**src/sv/bpc_pkg.sv**
```systemverilog
// ----------------------------------------------------------------------------
// bpc_pkg
// Shared types, constants and helpers for the pressure compensation pipeline.
// ----------------------------------------------------------------------------
package bpc_pkg;

  localparam int unsigned DivSteps = 32;

  localparam logic [31:0] B6_OFFSET  = 32'd4000;
  localparam logic [31:0] K_3038     = 32'd3038;
  localparam logic [31:0] K_N7357    = 32'hFFFF_E343;
  localparam logic [31:0] K_3791     = 32'd3791;
  localparam logic [31:0] K_50000    = 32'd50000;
  localparam logic [31:0] K_32768    = 32'd32768;

  localparam logic [2:0] REG_AC1_AC2 = 3'd0;
  localparam logic [2:0] REG_AC3_AC4 = 3'd1;
  localparam logic [2:0] REG_AC5_AC6 = 3'd2;
  localparam logic [2:0] REG_B1_B2   = 3'd3;
  localparam logic [2:0] REG_MC_MD   = 3'd4;
  localparam logic [2:0] REG_OSS     = 3'd5;

  typedef struct packed {
    logic [15:0] ut;
    logic [23:0] up;
    logic        flag;
    logic [31:0] x1;
    logic        neg;
    logic        big;
    logic [31:0] b5;
    logic [31:0] t;
    logic [31:0] b6;
    logic [31:0] m1;
    logic [31:0] m2;
    logic [31:0] m3;
    logic [31:0] m4;
    logic [31:0] b3;
    logic [31:0] x3;
    logic [31:0] b4;
    logic [31:0] b7;
    logic [31:0] p;
  } ctx_t;

  function automatic logic [31:0] sx16(input logic [15:0] v);
    return {{16{v[15]}}, v};
  endfunction

  function automatic logic [31:0] mul32(input logic [31:0] a, input logic [31:0] b);
    logic [63:0] prod;
    prod = a * b;
    return prod[31:0];
  endfunction

  function automatic logic [31:0] asr(input logic [31:0] v, input logic [4:0] n);
    return $unsigned($signed(v) >>> n);
  endfunction

endpackage

```
**src/sv/bpc_div.sv**
```systemverilog
// ----------------------------------------------------------------------------
// bpc_div
// Unsigned 32-bit restoring divider, one quotient bit per register stage.
// ----------------------------------------------------------------------------
module bpc_div (
  input  logic        clk,
  input  logic        en,
  input  logic [31:0] num,
  input  logic [31:0] den,
  output logic [31:0] quo
);

  logic [31:0] rem [0:bpc_pkg::DivSteps-1];
  logic [31:0] nq  [0:bpc_pkg::DivSteps-1];
  logic [31:0] dv  [0:bpc_pkg::DivSteps-1];
  logic [31:0] rem_next [0:bpc_pkg::DivSteps-1];
  logic [31:0] nq_next  [0:bpc_pkg::DivSteps-1];
  logic [31:0] dv_next  [0:bpc_pkg::DivSteps-1];

  always_comb begin
    logic [31:0] r_in;
    logic [31:0] n_in;
    logic [31:0] d_in;
    logic [32:0] rs;
    logic        ge;
    for (int k = 0; k < bpc_pkg::DivSteps; k++) begin
      if (k == 0) begin
        r_in = '0;
        n_in = num;
        d_in = den;
      end else begin
        r_in = rem[k-1];
        n_in = nq[k-1];
        d_in = dv[k-1];
      end
      rs = {r_in, n_in[31]};
      ge = rs >= {1'b0, d_in};
      rem_next[k] = ge ? 32'(rs - {1'b0, d_in}) : rs[31:0];
      nq_next[k]  = {n_in[30:0], ge};
      dv_next[k]  = d_in;
    end
  end

  always_ff @(posedge clk) begin
    if (en) begin
      for (int k = 0; k < bpc_pkg::DivSteps; k++) begin
        rem[k] <= rem_next[k];
        nq[k]  <= nq_next[k];
        dv[k]  <= dv_next[k];
      end
    end
  end

  assign quo = nq[bpc_pkg::DivSteps-1];

endmodule

```
**config.mk**
```make
export PLATFORM = sky130hd
export DESIGN_NAME = bpc_div
export DESIGN_NICKNAME = d
export VERILOG_FILES = /design/src/sv/bpc_pkg.sv /design/src/sv/bpc_div.sv
export SDC_FILE = /design/constraint.sdc
export NUM_CORES = 2
export LEC_CHECK = 0
export BUFFER_PORTS_ARGS = -buffer_cell sky130_fd_sc_hd__buf_4
export CORE_ASPECT_RATIO = 1.75
export CORE_MARGIN = 3
export CORE_UTILIZATION = 55
export CTS_BUF_LIST = sky130_fd_sc_hd__clkbuf_16
export CTS_CLUSTER_SIZE = 20
export DETAILED_ROUTE_END_ITERATION = 8
export GPL_ROUTABILITY_DRIVEN = 1
export PLACE_DENSITY = 0.71
export SKIP_LAST_GASP = 1
export SYNTH_ARGS = -nofsm -noshare
export SYNTH_HDL_FRONTEND = slang
export SYNTH_SLANG_ARGS = --single-unit
```
**constraint.sdc**
```tcl
create_clock -name clk -period 9.1 [get_ports clk]
set_input_delay 1.365 -clock clk [delete_from_list [all_inputs] [get_ports clk]]
set_output_delay 1.365 -clock clk [all_outputs]
set_load 0.01 [all_outputs]
```
==> flow_metrics.tcl <==
set metrics [dict create \
    cp-end-kind "register" \
    die_area_um2 285000 \
    core-area_um2 276000 \
    htree_levels 5 \
    ys_types 95 \
    synth_top_area_cell "edfxtp_1" \
    cts-root-buf "clkbuf_16" \
    required_ns 9.68 \
    synth-seq-cells 3008 \
    min_period_ns 4.84 \
    rr_endpoint "rem[1][257]$_DFFE_PP_" \
    worstMarginPinSlew_ns 1.27 \
    via_count 97910 \
    p_leak_nw 66.8 \
    timing.max_cap.violations 0 \
    routabilityCongestion 1.00 \
    fin_nets 13791 \
    gr-usage-all-layers_pct 26.3 \
    syn_area_um2 153000 \
    drive_gt1_share_pct 8.22 \
    regArea_um2 90300 \
    drc 0 \
    area_delta_synth_final_pct 9.37 \
    synth_area_leaders "edfxtp_1, ha_1, a21oi_1, inv_1, xnor2_1" \
    dpl.hpwl_um 287000 \
    setup_slack_ns 4.26 \
    hold_depth 0 \
    multi_input_area_um2 56900 \
    total_power_mw 60.4 \
    start_util_pct 55.4 \
    cts_tree "built" \
    layout_commonest_cell "edfxtp_1" \
    pwr-share-seq_pct 36.7 \
    ys_warn_count 0 \
    cts.repair.resized 0 \
    final_cell_mix "edfxtp_1, inv_1, a21oi_1" \
    path_delay_family "compound AO/OA/AOI/OAI gates" \
    die_h_um 704 \
    port_buffers 97 \
    p_sw_share_pct 37.6 \
    clkLatencyLatePin_ns 0.90 \
    final.setup.tns_ns 0 \
    first_pass_iters 9 \
    clkPwrFrac_pct 20.1 \
    antenna_found_initial 5 \
    p_comb_share_pct 43.2 \
    synth_top_area_share_pct 59.0 \
    synth-main-ff-cell "edfxtp_1" \
    critPathMaxStageDelay_ns 0.69 \
    async_reset_ff_share_pct 0 \
    path_cells "inv_1 > ha_1 > o21a_1 > o31a_1 > nor3_1 > o31a_1 > o31a_1 > o21ai_0 > a31oi_1 > o211ai_1 > nand4_1 > nand2_1 > buf_4 > mux2i_1" \
    numCtsBuffers 293 \
    path_clk_slew_ns 0.06 \
    rsz0062_at_grt "no" \
    drt_first_iter_violations 6286 \
    power.internal_mw 37.7 \
    powerDensity_nw_per_um2 361 \
    synth-edff-count 3008 \
    r2r_cells 14 \
    fillCellCount 21633 \
    cts_hold_buf 0 \
    clock_path_buffers 4 \
    pre_cts_ws_ns 3.77 \
    num_rows 255 \
    synth_cells 12555 \
    path_class "reg -> reg" \
    worstHoldPathType "reg -> reg" \
    slew_headroom_pct 14.5 \
    via_per_inst 5.92 \
    cts_sinks 3008 \
    finClkSkew_ns 0.0434 \
    routed_wl_um 381000 \
    reg2reg_from "dv[1][226]$_DFFE_PP_" \
    worst-path-buf-inv 2 \
    syn_nets 13645 \
    io_pins 98 \
    slew_viol_final 0 \
    grt_pass1_wl_um 574000 \
    start_kind "register" \
    fin_crit_sh_pct 53.2 \
    min_to "nq[0][340]$_DFFE_PP_" \
    cp_slowest_cell "mux2i_1" \
    synth_area_per_cell_um2 12.2 \
    grt_pass1_vias 100769 \
    ant_nets 0 \
    grt_start_max_net_pins 196 \
    die_width_um 405 \
    reg2reg_slack_ns 4.26 \
    finalHoldViolCount 0 \
    yosysSeqAreaShare_pct 59.0 \
    wire_per_inst_um 23.0 \
    cp.arrival_ns 5.42 \
    hold_path_startpoint "nq[0][307]$_DFFE_PP_" \
    crit_fanout 33 \
    setup_viol 0 \
    p_sw_mw 22.7 \
    status "finished, final reports clean" \
    vdd_drop_max_mv 0.205 \
    max_freq_mhz 207 \
    path_common_cell "o31a_1" \
    cts_setup_buffers 0 \
    grt_overflow 0 \
]
## how the worst max path moves through the flow
stage / start / end / slack (ns) / depth (start not counted)
after floorplan: dv[1][289]$_DFFE_PP_ / rem[1][343]$_DFFE_PP_ / 5.43 / 14
after global placement: den[19] / rem[0][0]$_DFFE_PP_ / 4.13 / 7
after detailed placement: den[19] / rem[0][0]$_DFFE_PP_ / 3.77 / 7
after CTS: dv[1][226]$_DFFE_PP_ / rem[1][257]$_DFFE_PP_ / 4.31 / 14
after global routing: dv[1][257]$_DFFE_PP_ / rem[1][290]$_DFFE_PP_ / 4.12 / 14
final: dv[1][226]$_DFFE_PP_ / rem[1][257]$_DFFE_PP_ / 4.26 / 14
## per-layer routing
layer | GRT usage, % | up-vias | wire (um)
met5 | 0 | - | 0
met4 | 20.6 | 0 | 34700
met3 | 3.11 | 1237 | 12200
met2 | 51.4 | 2653 | 211000
met1 | 24.4 | 47551 | 123000
li1 | - | 46469 | -
## kinds of logic after synthesis
logic type,synth area share [%]
buffers and inverters,3.93
AOI/OAI and AO/OA,13.1
muxes,2.82
and+or+nand+nor,7.82
xor gates and xnor gates,4.73
DFF,59.0
adders and majority gates,8.52
## Yosys cell counts, types with 33 or more instances
cell type / number
a211o_1: 39
a211oi_1: 60
a21boi_0: 55
a21o_1: 489
a21oi_1: 1033
a31oi_1: 96
and2_1: 41
and3_1: 74
buf_2: 33
buf_4: 38
clkbuf_1: 238
edfxtp_1: 3008
ha_1: 994
inv_1: 1225
mux2_2: 360
nand2_1: 792
nand2b_1: 120
nand3_1: 201
nand4_1: 163
nor2_1: 677
nor2b_1: 154
nor3_1: 116
nor4_1: 46
o211ai_1: 43
o21a_1: 127
o21ai_0: 782
o21bai_1: 128
o31a_1: 46
o31ai_1: 49
or3_1: 35
xnor2_1: 473
xor2_1: 353
## power groups by stage
stage	registers [mW]	clock network, mW	logic [mW]
floorplan	21.0	0	19.5
global placement	22.4	0	25.1
detailed placement	22.4	0	25.7
CTS	22.2	12.5	25.9
global route	22.4	13.0	28.7
finish	22.2	12.2	26.1
## stage by stage
stage	std cells	hold slack [ns]	cell area, um^2	util, %
5_1_grt	16527	0.394	167000	60.5
6_report	16528	0.399	167000	60.5
4_1_cts	16522	0.400	167000	60.5
3_5_place_dp	16003	0.405	158000	57.1
3_3_place_gp	16003	0.400	158000	57.1
2_1_floorplan	12555	0.400	153000	-
## registers in the layout, summed over array words and instances (netlist names)
name,flops
dv,992
rem,992
nq,1024
## cell type report
class                   instances  share of cell area, %
diodes                          5                0.00748
clock buffers                 299                   4.47
clock inverters               220                   1.20
inverters                    1225                   2.75
multi-input cells            7995                   34.0
flip-flops and latches       3008                   54.0
well taps                    3598                   2.69
repair buffers                178                  0.900
No activity file was read; power rests on OpenSTA's default activity.
